--- src/fca_pkg.sv ---
// Package for the float calculator ALU: opcodes, status codes, float constants,
// the shared unit's operation type and request struct, and iteration limits.
// No dependencies.
package fca_pkg;

	localparam int SqrtIterations = 20;
	localparam longint MaxExpMagnitude = 65535;
	localparam int IterW = $clog2(SqrtIterations + 1);
	localparam int MagW = $clog2(MaxExpMagnitude + 1);

	localparam logic [15:0] ACT_ADD = 16'd0;
	localparam logic [15:0] ACT_SUB = 16'd1;
	localparam logic [15:0] ACT_MUL = 16'd2;
	localparam logic [15:0] ACT_DIV = 16'd3;
	localparam logic [15:0] ACT_SQRT = 16'd4;
	localparam logic [15:0] ACT_RECIP = 16'd5;
	localparam logic [15:0] ACT_POW = 16'd6;

	localparam logic [1:0] ST_OK = 2'd0;
	localparam logic [1:0] ST_UNKNOWN = 2'd1;
	localparam logic [1:0] ST_SAT = 2'd2;

	localparam logic [31:0] FP_ZERO = 32'h0000_0000;
	localparam logic [31:0] FP_ONE = 32'h3F80_0000;
	localparam logic [31:0] FP_HALF = 32'h3F00_0000;
	localparam logic [31:0] FP_DEFAULT_NAN = 32'hFFC0_0000;
	localparam logic [31:0] FP_QUIET = 32'h0040_0000;

	typedef enum logic [1:0] {
		FOP_ADD,
		FOP_SUB,
		FOP_MUL,
		FOP_DIV
	} fop_t;

	typedef struct packed {
		logic go;
		fop_t op;
	} freq_t;

endpackage

--- src/fca_fpu.sv ---
// Shared binary32 add/sub/mul/div unit: one operation per request, iterated
// over cycles (bit-serial align, normalize and restoring divide), RNE rounding.
// Depends on fca_pkg.
module fca_fpu (
	input  logic           clk,
	input  logic           arst_n,
	input  fca_pkg::freq_t req,
	input  logic [31:0]    x,
	input  logic [31:0]    y,
	output logic           done,
	output logic [31:0]    res
);

	typedef enum logic [4:0] {
		F_IDLE  = 5'b00001,
		F_ALIGN = 5'b00010,
		F_PREN  = 5'b00100,
		F_DIV   = 5'b01000,
		F_NORM  = 5'b10000
	} fstate_t;

	fstate_t            state_q;
	logic               sign_q;
	logic               sub_q;
	logic signed [11:0] exp_q;
	logic signed [11:0] expb_q;
	logic [49:0]        man_q;
	logic [49:0]        mb_q;
	logic [5:0]         cnt_q;
	logic [24:0]        rem_q;
	logic [26:0]        quo_q;
	logic               done_q;
	logic [31:0]        res_q;

	// operand fields
	logic       xs, ys, ysa;
	logic [7:0] xme, yme;
	logic [23:0] xm, ym;
	logic       x_nan, y_nan, x_inf, y_inf, x_zero, y_zero;

	assign xs = x[31];
	assign ys = y[31];
	assign ysa = ys ^ (req.op == fca_pkg::FOP_SUB);
	assign xme = (x[30:23] == 8'h00) ? 8'd1 : x[30:23];
	assign yme = (y[30:23] == 8'h00) ? 8'd1 : y[30:23];
	assign xm = {x[30:23] != 8'h00, x[22:0]};
	assign ym = {y[30:23] != 8'h00, y[22:0]};
	assign x_nan = (x[30:23] == 8'hFF) && (x[22:0] != 23'd0);
	assign y_nan = (y[30:23] == 8'hFF) && (y[22:0] != 23'd0);
	assign x_inf = (x[30:23] == 8'hFF) && (x[22:0] == 23'd0);
	assign y_inf = (y[30:23] == 8'hFF) && (y[22:0] == 23'd0);
	assign x_zero = (x[30:0] == 31'd0);
	assign y_zero = (y[30:0] == 31'd0);

	// special operands settle at once
	logic        spec;
	logic [31:0] spec_res;
	always_comb begin
		spec = 1'b1;
		spec_res = fca_pkg::FP_ZERO;
		unique case (req.op)
			fca_pkg::FOP_ADD, fca_pkg::FOP_SUB: begin
				priority if (x_nan) spec_res = x | fca_pkg::FP_QUIET;
				else if (y_nan) spec_res = y | fca_pkg::FP_QUIET;
				else if (x_inf && y_inf) spec_res = (xs == ysa) ? x : fca_pkg::FP_DEFAULT_NAN;
				else if (x_inf) spec_res = x;
				else if (y_inf) spec_res = {ysa, 8'hFF, 23'd0};
				else spec = 1'b0;
			end
			fca_pkg::FOP_MUL: begin
				priority if (x_nan) spec_res = x | fca_pkg::FP_QUIET;
				else if (y_nan) spec_res = y | fca_pkg::FP_QUIET;
				else if ((x_inf && y_zero) || (x_zero && y_inf)) spec_res = fca_pkg::FP_DEFAULT_NAN;
				else if (x_inf || y_inf) spec_res = {xs ^ ys, 8'hFF, 23'd0};
				else spec = 1'b0;
			end
			fca_pkg::FOP_DIV: begin
				priority if (y_zero) begin
					priority if (x_nan) spec_res = x | fca_pkg::FP_QUIET;
					else if (x_zero) spec_res = fca_pkg::FP_DEFAULT_NAN;
					else spec_res = {xs ^ ys, 8'hFF, 23'd0};
				end
				else if (x_nan) spec_res = x | fca_pkg::FP_QUIET;
				else if (y_nan) spec_res = y | fca_pkg::FP_QUIET;
				else if (x_inf && y_inf) spec_res = fca_pkg::FP_DEFAULT_NAN;
				else if (x_inf) spec_res = {xs ^ ys, 8'hFF, 23'd0};
				else if (y_inf || x_zero) spec_res = {xs ^ ys, 31'd0};
				else spec = 1'b0;
			end
			default: spec = 1'b0;
		endcase
	end

	// add setup: order by magnitude
	logic       x_big;
	logic [7:0] ed;
	assign x_big = {xme, xm} >= {yme, ym};
	assign ed = x_big ? (xme - yme) : (yme - xme);

	logic [47:0] prod;
	assign prod = 48'(xm) * 48'(ym);

	function automatic logic [49:0] shr1(input logic [49:0] v);
		shr1 = {1'b0, v[49:2], v[1] | v[0]};
	endfunction

	// align step result
	logic [49:0] sum;
	assign sum = sub_q ? (man_q - mb_q) : (man_q + mb_q);

	// divide step
	logic        ge;
	logic [24:0] rdiff;
	assign ge = rem_q >= {1'b0, mb_q[23:0]};
	assign rdiff = ge ? (rem_q - {1'b0, mb_q[23:0]}) : rem_q;

	// round to nearest even
	logic        up, hid;
	logic [24:0] rsum;
	logic [22:0] frac;
	logic signed [11:0] e_fin;
	logic [31:0] rounded;
	always_comb begin
		up = man_q[24] & ((|man_q[23:0]) | man_q[25]);
		rsum = {1'b0, man_q[48:25]} + 25'(up);
		if (rsum[24]) begin
			e_fin = exp_q + 12'sd1;
			frac = 23'd0;
			hid = 1'b1;
		end else begin
			e_fin = exp_q;
			frac = rsum[22:0];
			hid = rsum[23];
		end
		if (e_fin >= 12'sd255) rounded = {sign_q, 8'hFF, 23'd0};
		else rounded = {sign_q, hid ? e_fin[7:0] : 8'h00, frac};
	end

	always_ff @(posedge clk or negedge arst_n) begin
		if (!arst_n) begin
			state_q <= F_IDLE;
			done_q <= 1'b0;
			res_q <= '0;
			sign_q <= 1'b0;
			sub_q <= 1'b0;
			exp_q <= '0;
			expb_q <= '0;
			man_q <= '0;
			mb_q <= '0;
			cnt_q <= '0;
			rem_q <= '0;
			quo_q <= '0;
		end else begin
			done_q <= 1'b0;
			unique case (state_q)
				F_IDLE: begin
					if (req.go) begin
						if (spec) begin
							res_q <= spec_res;
							done_q <= 1'b1;
						end else begin
							unique case (req.op)
								fca_pkg::FOP_ADD, fca_pkg::FOP_SUB: begin
									man_q <= {1'b0, x_big ? xm : ym, 25'd0};
									mb_q <= {1'b0, x_big ? ym : xm, 25'd0};
									cnt_q <= (ed > 8'd50) ? 6'd50 : ed[5:0];
									exp_q <= $signed({4'b0, x_big ? xme : yme});
									sign_q <= x_big ? xs : ysa;
									sub_q <= xs ^ ysa;
									state_q <= F_ALIGN;
								end
								fca_pkg::FOP_MUL: begin
									man_q <= {prod, 2'b00};
									exp_q <= $signed({4'b0, xme}) + $signed({4'b0, yme}) - 12'sd127;
									sign_q <= xs ^ ys;
									state_q <= F_NORM;
								end
								default: begin
									man_q <= {26'd0, xm};
									mb_q <= {26'd0, ym};
									exp_q <= $signed({4'b0, xme});
									expb_q <= $signed({4'b0, yme});
									sign_q <= xs ^ ys;
									state_q <= F_PREN;
								end
							endcase
						end
					end
				end
				F_ALIGN: begin
					if (cnt_q != 6'd0) begin
						mb_q <= shr1(mb_q);
						cnt_q <= cnt_q - 6'd1;
					end else begin
						man_q <= sum;
						if (sub_q && sum == 50'd0) sign_q <= 1'b0;
						state_q <= F_NORM;
					end
				end
				F_PREN: begin
					if (man_q[23] && mb_q[23]) begin
						exp_q <= exp_q - expb_q + 12'sd127;
						rem_q <= {1'b0, man_q[23:0]};
						quo_q <= '0;
						cnt_q <= 6'd27;
						state_q <= F_DIV;
					end else begin
						if (!man_q[23]) begin
							man_q <= man_q << 1;
							exp_q <= exp_q - 12'sd1;
						end
						if (!mb_q[23]) begin
							mb_q <= mb_q << 1;
							expb_q <= expb_q - 12'sd1;
						end
					end
				end
				F_DIV: begin
					quo_q <= {quo_q[25:0], ge};
					rem_q <= {rdiff[23:0], 1'b0};
					cnt_q <= cnt_q - 6'd1;
					if (cnt_q == 6'd1) begin
						man_q <= {1'b0, quo_q[25:0], ge, rdiff != 25'd0, 21'd0};
						state_q <= F_NORM;
					end
				end
				F_NORM: begin
					if (man_q[49] || exp_q < 12'sd1) begin
						if (exp_q < 12'sd1 && man_q[49:1] == 49'd0) begin
							exp_q <= 12'sd1;
						end else begin
							man_q <= shr1(man_q);
							exp_q <= exp_q + 12'sd1;
						end
					end else if (!man_q[48] && exp_q > 12'sd1 && man_q != 50'd0) begin
						man_q <= man_q << 1;
						exp_q <= exp_q - 12'sd1;
					end else begin
						res_q <= rounded;
						done_q <= 1'b1;
						state_q <= F_IDLE;
					end
				end
				default: state_q <= F_IDLE;
			endcase
		end
	end

	assign done = done_q;
	assign res = res_q;

endmodule

--- src/float_calculator_alu.sv ---
// Top level of the float calculator ALU: command decode and the sequencer for
// sqrt (Newton) and integer power around one shared fca_fpu.
// Depends on fca_pkg and fca_fpu.
//
// Usage:
//   Command channel: drive action, operand_a and operand_b and raise start;
//   the word is taken at the rising edge where start is high and busy is low.
//   busy stays high until the result is out; further starts are ignored.
//   Result channel: done is high for exactly one cycle with result_bits and
//   status valid; the receiver must take the word then, nothing holds it.
// Work per operation, all through the one shared add/mul/div unit:
//   special operands (NaN, inf, zero cases) finish without iterating;
//   multiply normalizes its product; add/sub aligns, then normalizes (one bit
//   per cycle of alignment, then of normalization); divide and reciprocal
//   normalize the operands, produce 27 quotient bits, then denormalize
//   tiny quotients.
//   Sqrt runs SqrtIterations rounds of divide, add and multiply; power runs
//   one multiply per unit of |n| (stopping early on a fixed point) plus one
//   divide for a negative n.
//   Unknown opcodes, sqrt of a non-positive value and power with n = 0
//   answer in the cycle after the start.
// Reset: arst_n clears the sequencer and the shared unit; busy and done go low.
module float_calculator_alu (
	input  logic        clk,
	input  logic        arst_n,
	input  logic        start,
	output logic        busy,
	input  logic [15:0] action,
	input  logic [31:0] operand_a,
	input  logic [31:0] operand_b,
	output logic        done,
	output logic [31:0] result_bits,
	output logic [1:0]  status
);

	typedef enum logic [2:0] {
		T_IDLE  = 3'b001,
		T_ISSUE = 3'b010,
		T_WAIT  = 3'b100
	} tstate_t;

	typedef enum logic [2:0] {
		K_ADD, K_SUB, K_MUL, K_DIV, K_SQRT, K_RECIP, K_POW
	} kind_t;

	typedef enum logic [1:0] {
		PH_DIV, PH_ADD, PH_MUL
	} phase_t;

	tstate_t                     state_q;
	kind_t                       kind_q;
	phase_t                      phase_q;
	logic [31:0]                 a_q, b_q, g_q, t_q;
	logic [fca_pkg::IterW-1:0]   iter_q;
	logic [fca_pkg::MagW-1:0]    cnt_q;
	logic                        neg_q, sat_q;
	logic                        done_q;
	logic [31:0]                 result_q;
	logic [1:0]                  status_q;

	fca_pkg::freq_t freq;
	logic [31:0]    fx, fy, fres;
	logic           fdone;

	// Truncate operand_b toward zero for power; saturate the magnitude.
	logic [7:0]  be;
	logic [31:0] bmant, tmag32, tmag_raw;
	logic        tneg, tsat;
	assign be = operand_b[30:23];
	assign bmant = {8'd0, 1'b1, operand_b[22:0]};
	always_comb begin
		tneg = operand_b[31];
		tsat = 1'b0;
		tmag_raw = 32'd0;
		priority if (be == 8'hFF) begin
			tneg = operand_b[31] & (operand_b[22:0] == 23'd0);
			tsat = 1'b1;
			tmag_raw = 32'(fca_pkg::MaxExpMagnitude);
		end else if (be < 8'd127) begin
			tmag_raw = 32'd0;
		end else if (be >= 8'd158) begin
			tsat = 1'b1;
			tmag_raw = 32'(fca_pkg::MaxExpMagnitude);
		end else if (be >= 8'd150) begin
			tmag_raw = bmant << (be - 8'd150);
		end else begin
			tmag_raw = bmant >> (8'd150 - be);
		end
		tmag32 = tmag_raw;
		if (tmag_raw > 32'(fca_pkg::MaxExpMagnitude)) begin
			tsat = 1'b1;
			tmag32 = 32'(fca_pkg::MaxExpMagnitude);
		end
	end

	// sqrt of zero, negatives and -inf gives +0; NaN goes through the loop
	logic a_nonpos;
	assign a_nonpos = !((operand_a[30:23] == 8'hFF) && (operand_a[22:0] != 23'd0)) &&
		(operand_a[31] || operand_a[30:0] == 31'd0);

	// Route the current step to the shared unit.
	always_comb begin
		freq.go = (state_q == T_ISSUE);
		freq.op = fca_pkg::FOP_ADD;
		fx = a_q;
		fy = b_q;
		unique case (kind_q)
			K_ADD: freq.op = fca_pkg::FOP_ADD;
			K_SUB: freq.op = fca_pkg::FOP_SUB;
			K_MUL: freq.op = fca_pkg::FOP_MUL;
			K_DIV: freq.op = fca_pkg::FOP_DIV;
			K_RECIP: begin
				freq.op = fca_pkg::FOP_DIV;
				fx = fca_pkg::FP_ONE;
				fy = a_q;
			end
			K_SQRT: begin
				unique case (phase_q)
					PH_DIV: begin
						freq.op = fca_pkg::FOP_DIV;
						fx = a_q;
						fy = g_q;
					end
					PH_ADD: begin
						freq.op = fca_pkg::FOP_ADD;
						fx = g_q;
						fy = t_q;
					end
					default: begin
						freq.op = fca_pkg::FOP_MUL;
						fx = fca_pkg::FP_HALF;
						fy = t_q;
					end
				endcase
			end
			K_POW: begin
				if (phase_q == PH_DIV) begin
					freq.op = fca_pkg::FOP_DIV;
					fx = fca_pkg::FP_ONE;
					fy = g_q;
				end else begin
					freq.op = fca_pkg::FOP_MUL;
					fx = g_q;
					fy = a_q;
				end
			end
			default: freq.op = fca_pkg::FOP_ADD;
		endcase
	end

	fca_fpu u_fpu (
		.clk    (clk),
		.arst_n (arst_n),
		.req    (freq),
		.x      (fx),
		.y      (fy),
		.done   (fdone),
		.res    (fres)
	);

	always_ff @(posedge clk or negedge arst_n) begin
		if (!arst_n) begin
			state_q <= T_IDLE;
			kind_q <= K_ADD;
			phase_q <= PH_DIV;
			a_q <= '0;
			b_q <= '0;
			g_q <= '0;
			t_q <= '0;
			iter_q <= '0;
			cnt_q <= '0;
			neg_q <= 1'b0;
			sat_q <= 1'b0;
			done_q <= 1'b0;
			result_q <= '0;
			status_q <= fca_pkg::ST_OK;
		end else begin
			done_q <= 1'b0;
			unique case (state_q)
				T_IDLE: begin
					if (start) begin
						// latch the command word
						a_q <= operand_a;
						b_q <= operand_b;
						sat_q <= 1'b0;
						phase_q <= PH_DIV;
						iter_q <= '0;
						unique case (action)
							fca_pkg::ACT_ADD: begin
								kind_q <= K_ADD;
								state_q <= T_ISSUE;
							end
							fca_pkg::ACT_SUB: begin
								kind_q <= K_SUB;
								state_q <= T_ISSUE;
							end
							fca_pkg::ACT_MUL: begin
								kind_q <= K_MUL;
								state_q <= T_ISSUE;
							end
							fca_pkg::ACT_DIV: begin
								kind_q <= K_DIV;
								state_q <= T_ISSUE;
							end
							fca_pkg::ACT_RECIP: begin
								kind_q <= K_RECIP;
								state_q <= T_ISSUE;
							end
							fca_pkg::ACT_SQRT: begin
								kind_q <= K_SQRT;
								g_q <= operand_a;
								if (a_nonpos) begin
									// answer +0 without iterating
									done_q <= 1'b1;
									result_q <= fca_pkg::FP_ZERO;
									status_q <= fca_pkg::ST_OK;
								end else begin
									state_q <= T_ISSUE;
								end
							end
							fca_pkg::ACT_POW: begin
								kind_q <= K_POW;
								g_q <= fca_pkg::FP_ONE;
								neg_q <= tneg;
								sat_q <= tsat;
								cnt_q <= fca_pkg::MagW'(tmag32);
								phase_q <= PH_MUL;
								if (tmag32 == 32'd0) begin
									// A^0 and its reciprocal are both 1.0
									done_q <= 1'b1;
									result_q <= fca_pkg::FP_ONE;
									status_q <= fca_pkg::ST_OK;
								end else begin
									state_q <= T_ISSUE;
								end
							end
							default: begin
								done_q <= 1'b1;
								result_q <= fca_pkg::FP_ZERO;
								status_q <= fca_pkg::ST_UNKNOWN;
							end
						endcase
					end
				end
				T_ISSUE: state_q <= T_WAIT;
				T_WAIT: begin
					if (fdone) begin
						state_q <= T_ISSUE;
						unique case (kind_q)
							K_SQRT: begin
								unique case (phase_q)
									PH_DIV: begin
										t_q <= fres;
										phase_q <= PH_ADD;
									end
									PH_ADD: begin
										t_q <= fres;
										phase_q <= PH_MUL;
									end
									default: begin
										// advance the guess; stop after the last round
										g_q <= fres;
										phase_q <= PH_DIV;
										iter_q <= iter_q + 1'b1;
										if (iter_q == fca_pkg::IterW'(fca_pkg::SqrtIterations - 1)) begin
											state_q <= T_IDLE;
											done_q <= 1'b1;
											result_q <= fres;
											status_q <= fca_pkg::ST_OK;
										end
									end
								endcase
							end
							K_POW: begin
								if (phase_q == PH_DIV) begin
									state_q <= T_IDLE;
									done_q <= 1'b1;
									result_q <= fres;
									status_q <= sat_q ? fca_pkg::ST_SAT : fca_pkg::ST_OK;
								end else begin
									g_q <= fres;
									cnt_q <= cnt_q - 1'b1;
									// drop the remaining multiplies at a fixed point
									if (fres == g_q || cnt_q == fca_pkg::MagW'(1)) begin
										if (neg_q) begin
											phase_q <= PH_DIV;
										end else begin
											state_q <= T_IDLE;
											done_q <= 1'b1;
											result_q <= fres;
											status_q <= sat_q ? fca_pkg::ST_SAT : fca_pkg::ST_OK;
										end
									end
								end
							end
							default: begin
								state_q <= T_IDLE;
								done_q <= 1'b1;
								result_q <= fres;
								status_q <= fca_pkg::ST_OK;
							end
						endcase
					end
				end
				default: state_q <= T_IDLE;
			endcase
		end
	end

	assign busy = (state_q != T_IDLE);
	assign done = done_q;
	assign result_bits = result_q;
	assign status = status_q;

endmodule

--- config.mk ---
export PLATFORM = sky130hd
export DESIGN_NAME = float_calculator_alu
export DESIGN_NICKNAME = d
export VERILOG_FILES = /design/src/fca_pkg.sv /design/src/fca_fpu.sv /design/src/float_calculator_alu.sv
export SDC_FILE = /design/constraint.sdc
export NUM_CORES = 2
export LEC_CHECK = 0
export BUFFER_PORTS_ARGS = -buffer_cell sky130_fd_sc_hd__buf_2
export CAP_MARGIN = 5
export CORE_ASPECT_RATIO = 1.75
export CORE_MARGIN = 3
export CORE_UTILIZATION = 55
export DETAILED_ROUTE_END_ITERATION = 12
export PLACE_DENSITY = 0.8
export SETUP_SLACK_MARGIN = 0.5
export SLEW_MARGIN = 40
export SYNTH_ARGS = -nofsm -noshare
export SYNTH_HDL_FRONTEND = slang
export SYNTH_SLANG_ARGS = --single-unit
export TNS_END_PERCENT = 20
--- constraint.sdc ---
create_clock -name clk -period 9.7 [get_ports clk]
set_input_delay 1.455 -clock clk [delete_from_list [all_inputs] [get_ports clk]]
set_output_delay 1.455 -clock clk [all_outputs]
set_load 0.05 [all_outputs]
* Word-level counts from Yosys, hierarchy flattened
Index checks and enable logic that the tools add are counted.
** Storage, ports and cells
- Output and inout bits :: 36
- Latch bits :: 0
- Bits in registers :: 415
- RAM bits :: 0
- Memories kept :: 0
- Bits of input ports :: 83
- Logic and storage cells :: 440
- ROM bits :: 0
** Operators by class
- Add/subtract/negate cells :: 18
- $lt $le $gt $ge :: 10
- Shift operators :: 2
- Equality and inequality tests :: 75
- Reduce and logical (&&, ||, !) cells :: 82
- Div/mod/pow operators :: 0
- Multiply operators :: 1
- Bitwise logic cells :: 9
- Multiplexer cells :: 215
** Operators with widths (number)
- $mux 32 :: 43
- $mux 50 :: 15
- $pmux 32 s2 :: 7
- $pmux 32 s3 :: 4
- $pmux 50 s5 :: 1
- $pmux 50 s2 :: 2
- $mux 12 :: 13
- $pmux 50 s3 :: 1
- $logic_not 31->1 :: 3
- $mux 16 :: 5
- $logic_not 23->1 :: 3
- $reduce_bool 23->1 :: 3
- $mux 5 :: 11
- $pmux 26 s2 :: 1
- $add 50x50->50 :: 1
- $logic_not 50->1 :: 1
- $mux 25 :: 2
- $pmux 25 s2 :: 1
- $reduce_bool 50->1 :: 1
- $sub 50x50->50 :: 1
- $logic_not 49->1 :: 1
- $eq 16x3->1 const B :: 3
- $mul 24x24->48 :: 1
- $mux 24 :: 2
- 102 further kinds :: 286

* Logic depth before layout (Yosys ltp)
- Word-level depth :: 16
- Mapped depth :: 38
- Depth with buffers taken out :: 33

* By module
Synthesis repeated with hierarchy kept, for this count alone.
** Unflattened totals
- Cell total of the unflattened synthesis :: 6748
- Area total of the unflattened synthesis :: 55199.2 µm²
** By module, submodules not included
- fca_fpu :: times used 1, area each 40963.0 µm², cells each 5012, seq. area each 5531.6 µm²
- float_calculator_alu :: times used 1, area each 14236.2 µm², cells each 1736, seq. area each 4855.9 µm²

* Worst setup path after synthesis
No wires, ideal clock.
- Path kind :: flip-flop to flip-flop
- From :: register kind_q[0]
- To :: register u_fpu.man_q[49]
- Path buffers :: 4
- Arrival time :: 8767 ps
- Setup time :: 134 ps
- Clock period less this slack :: 8901 ps
- Setup slack :: 799 ps
- Cell stages (with the launch flop) :: 32
- Required time :: 9566 ps
- Path through :: dfrtp_1 -> buf_2 -> or3_1 -> o21ai_1 -> clkbuf_1 -> a22oi_1 -> inv_1 -> clkbuf_1 -> clkbuf_1 -> nand2_1 -> fa_1 -> inv_1 -> fa_1 -> fa_1 -> fa_1 -> inv_1 -> fa_1 -> fa_1 -> inv_1 -> fa_1 -> ha_1 -> and3_1 -> a221oi_1 -> o221ai_1 -> a2111o_1 -> a21boi_0 -> a21oi_1 -> a311oi_1 -> o21ai_0 -> xnor2_1 -> a222oi_1 -> mux2i_1
** Between the ends
- Word-level cells in the longest chain between the ends :: 14
- Elaborated cells on any way between the ends :: 58
- Those cells by class :: mul: 1; eq/ne: 12; mux: 23; reduce/logical: 22
** RTL lines
- start: declaration :: RTL line float_calculator_alu.sv:51 : kind_t kind_q;
- start signal: assignment :: RTL line float_calculator_alu.sv:164 : kind_q <= K_ADD;
- start signal: assignment :: RTL line float_calculator_alu.sv:190 : kind_q <= K_ADD;
- start signal: assignment :: RTL line float_calculator_alu.sv:194 : kind_q <= K_SUB;
- parallel branches: the longest is 14 deep, another holds $mul 24x24->48
- end signal: assignment :: RTL line fca_fpu.sv:164 : man_q <= {1'b0, x_big ? xm : ym, 25'd0};
- end signal: assignment :: RTL line fca_fpu.sv:173 : man_q <= {prod, 2'b00};
- end signal: assignment :: RTL line fca_fpu.sv:179 : man_q <= {26'd0, xm};
- end: declaration :: RTL line fca_fpu.sv:27 : logic [49:0] man_q;
Parallel ways; which one is timed is not known. The select of a mux whose other input is x is not followed.
A chain may end at the register's enable or synchronous reset.

* Worst setup path in the final report
- From :: register phase_q[1]
- To :: register u_fpu.man_q[34]
** Between the ends
- Word-level cells in the longest chain between the ends :: 15
- Elaborated cells on any way between the ends :: 65
- Those cells by class :: mul: 1; order compare: 1; eq/ne: 7; mux: 32; reduce/logical: 24
** RTL lines
- start: declaration :: RTL line float_calculator_alu.sv:52 : phase_t phase_q;
- start signal: assignment :: RTL line float_calculator_alu.sv:165 : phase_q <= PH_DIV;
- start signal: assignment :: RTL line float_calculator_alu.sv:186 : phase_q <= PH_DIV;
- start signal: assignment :: RTL line float_calculator_alu.sv:227 : phase_q <= PH_MUL;
- parallel branches: the longest is 15 deep, another holds $mul 24x24->48
Parallel ways; which one is timed is not known. The select of a mux whose other input is x is not followed.

==> out/qor.txt <==
critical path fanouts, max - 18
Hold-fix buffers, CTS - 0
grt ovf - 0
part of the cycle the worst path needs - 94.4%
DIE WIDTH - 242 µm
Max H-tree Level - 2
Netlist Area Pre-Place - 0.0535 mm²
Worst Setup Path Type - reg2reg
initial DRC count - 6648
Total Nets Final - 7570
Mapped Avg Cell Area - 8.12 µm²
Slew HR - 32.2%
sequential fraction of the synthesis area - 19.4%
status - complete, no violations
total CTS buffers - 46
number of library cell types mapped by synthesis - 97
CTS Root Cell - clkbuf_16
Rows - 150
antenna violations before repair - 17
clk_skew - 0.0235 ns
fraction of layout instances using a drive strength above 1 - 11.0%
Starting Density - 55.8%
slowest stage cell, crit path - a221oi_1
ANT nets after route - 0
final WL - 239 mm
Setup TNS - 0 ns
post-DP HPWL - 184 mm
Worst Tran Pin Value - 1.02 ns
CTS tree - done
clock tree buffer depth - 3
share of synthesized registers carrying an async set or reset - 100%
core area - 0.0959 mm²
maximum VDD drop - 1.03 mV
P_leak - 0.0284 µW
Seq pwr share - 7.7%
top_reg_cell synth - dfrtp_1
io pins - 119
IO Port Bufs - 118
WHS - 0.480 ns
Clk pwr share - 7.9%
Syn Inst Count - 6584
Clk pin slew, worst setup/hold paths - 0.07 ns
Die H - 419 µm
Clk Latency, worst-skew pair - 0.64 ns
GRT Overall Usage - 46.5%
Sw Ratio - 55.3%
placer congestion estimate - 1.05
Slew Viols, Final - 0
RSZ-0062 raised after global routing - true
Final Hold Fails - 0
area growth from synthesis to layout - 10.2%
FF+latch area - 0.0104 mm²
Psw - 13100 µW
via count - 54300
first-pass GRT wire length - 350 mm
Setup Viol. Count Final - 0
Ys Warns - 0
multi-input logic area - 0.0393 mm²
most frequent CP cell - fa_1
Final min period - 9.15 ns
Critical Path End Type - flip-flop
Post-Layout Cell Count - 7977
Via density - 6.81
drt drc - 0
Post-synth EDFFs - 0
Largest stage delay, worst path - 0.76 ns
largest net degree at the start of global routing - 145
Min-Delay Path Class - reg2reg
fill cell count - 8586
max frequency - 109 MHz
Pwr Total - 23600 µW
Pre-antenna DRT Iters - 9
commonest non-fill, non-tap cell in the layout - nand2_1
critical path required time - 10.17 ns
clk sinks - 415
die footprint - 0.101 mm²
placed cells - 7874
internal cell power - 10600 µW
vias in the first global route - 54400
PwrDens - 401 mW/mm²
Logic pwr share - 84.4%
max capacitance violation total - 0
most frequent cells in the layout - nand2_1 (942), inv_1 (727), nor2_1 (615)
CP Launch Type - flip-flop
synthesized flop and latch total - 415
wire per inst - 30.0 µm
WP data arrival - 9.62 ns
Net Count, Synth - 7510
## layer usage
metal / vias up / GRT usage, % / wire length [µm]
li1: 22800 / - / -
met1: 26400 / 47.8 / 75800
met2: 3613 / 77.0 / 110000
met3: 1419 / 11.4 / 22300
met4: 20 / 45.2 / 30300
met5: - / 0 / 142
## timing repair
| action | in CTS | in global routing |
|---|---|---|
| endpoints found under the setup margin | 15 | 19 |
| setup buffers | 3 | 7 |
| cloned | 0 | 0 |
| resized for setup | 29 | 41 |
| pin swaps | 1 | 6 |
## critical path, delay by kind of cell, from the launching register on
family / cells / cell delay (ns)
AND/OR/NAND/NOR: 4 / 0.82
AO/OA/AOI/OAI: 7 / 2.50
buffers and inverters: 9 / 1.15
adder cells (fa/ha/maj): 8 / 3.98
flip-flops: 1 / 0.47
XOR/XNOR: 1 / 0.07
## area by class of cell
type / count / share of cell area, %
inverter: 751 / 4.83
timing repair buffer: 432 / 5.51
sequential: 415 / 17.6
clock inverter: 19 / 0.395
clock buffer: 63 / 2.23
multi-input combinational: 4998 / 66.6
antenna: 7 / 0.0297
tap: 1292 / 2.74
## cells in the mapped netlist (62+ instances only)
master | instances | area (µm²)
nor3_1 | 92 | 460
a221oi_1 | 99 | 867
nor4_1 | 86 | 538
dfrtp_1 | 413 | 10300
a222oi_1 | 62 | 621
a21oi_1 | 347 | 1740
a22o_1 | 62 | 543
o21ai_0 | 314 | 1570
a21o_1 | 85 | 638
fa_1 | 488 | 9770
o22ai_1 | 78 | 488
xnor2_1 | 154 | 1350
ha_1 | 355 | 4440
nand2_1 | 944 | 3540
xor2_1 | 104 | 911
nand3_1 | 116 | 581
clkbuf_1 | 342 | 1280
a31oi_1 | 70 | 438
nor2_1 | 632 | 2370
inv_1 | 735 | 2760
## worst paths after layout
path / start / to / slack [ns] / depth (start not counted)
hold reg to reg: b_q[22]$_DFFE_PN0P_ / b_q[22]$_DFFE_PN0P_ / 0.48 / 2
setup / recovery: phase_q[1]$_DFFE_PN0P_ / u_fpu.man_q[34]$_DFFE_PN0P_ / 0.55 / 29
max in group asynchronous: arst_n / b_q[29]$_DFFE_PN0P_ / 6.99 / 3
min in group asynchronous: arst_n / iter_q[1]$_DFFE_PN0P_ / 0.83 / 1
hold / removal: b_q[22]$_DFFE_PN0P_ / b_q[22]$_DFFE_PN0P_ / 0.48 / 2
setup reg to reg: phase_q[1]$_DFFE_PN0P_ / u_fpu.man_q[34]$_DFFE_PN0P_ / 0.55 / 29
## power groups by stage
stage / Sequential, µW / Clock, µW / Combinational (µW)
finish: 1820 / 1870 / 20000
floorplan: 1830 / 0 / 11300
global placement: 1840 / 0 / 18700
CTS: 1810 / 1860 / 19000
detailed placement: 1850 / 0 / 18800
global route: 1820 / 1920 / 21200
## cells by family after synthesis
family	Yosys count	synth area share, %
adders and majority gates	843	26.6
xor gates and xnor gates	259	4.26
and+or+nand+nor	2173	17.8
buffers and inverters	1171	8.40
DFF	415	19.4
AOI/OAI and AO/OA	1604	20.5
muxes	119	3.05
## per-stage QoR
stage / util (%) / area [µm²] / setup WS (ns)
2_1_floorplan: - / 53500 / 0.799
3_3_place_gp: 59.1 / 56700 / 0.161
3_5_place_dp: 59.2 / 56800 / 0.0428
4_1_cts: 61.0 / 58500 / 0.510
5_1_grt: 61.4 / 58900 / 0.439
6_report: 61.4 / 58900 / 0.547
## sequential cells by signal, summed over array words and instances (netlist names), 16 cells and up
signal,flops
u_fpu.man_q,50
u_fpu.quo_q,26
a_q,32
u_fpu.res,32
b_q,32
u_fpu.rem_q,25
cnt_q,16
result_bits,32
g_q,32
u_fpu.mb_q,50
t_q,32
No activity file was read; power rests on OpenSTA's default activity.
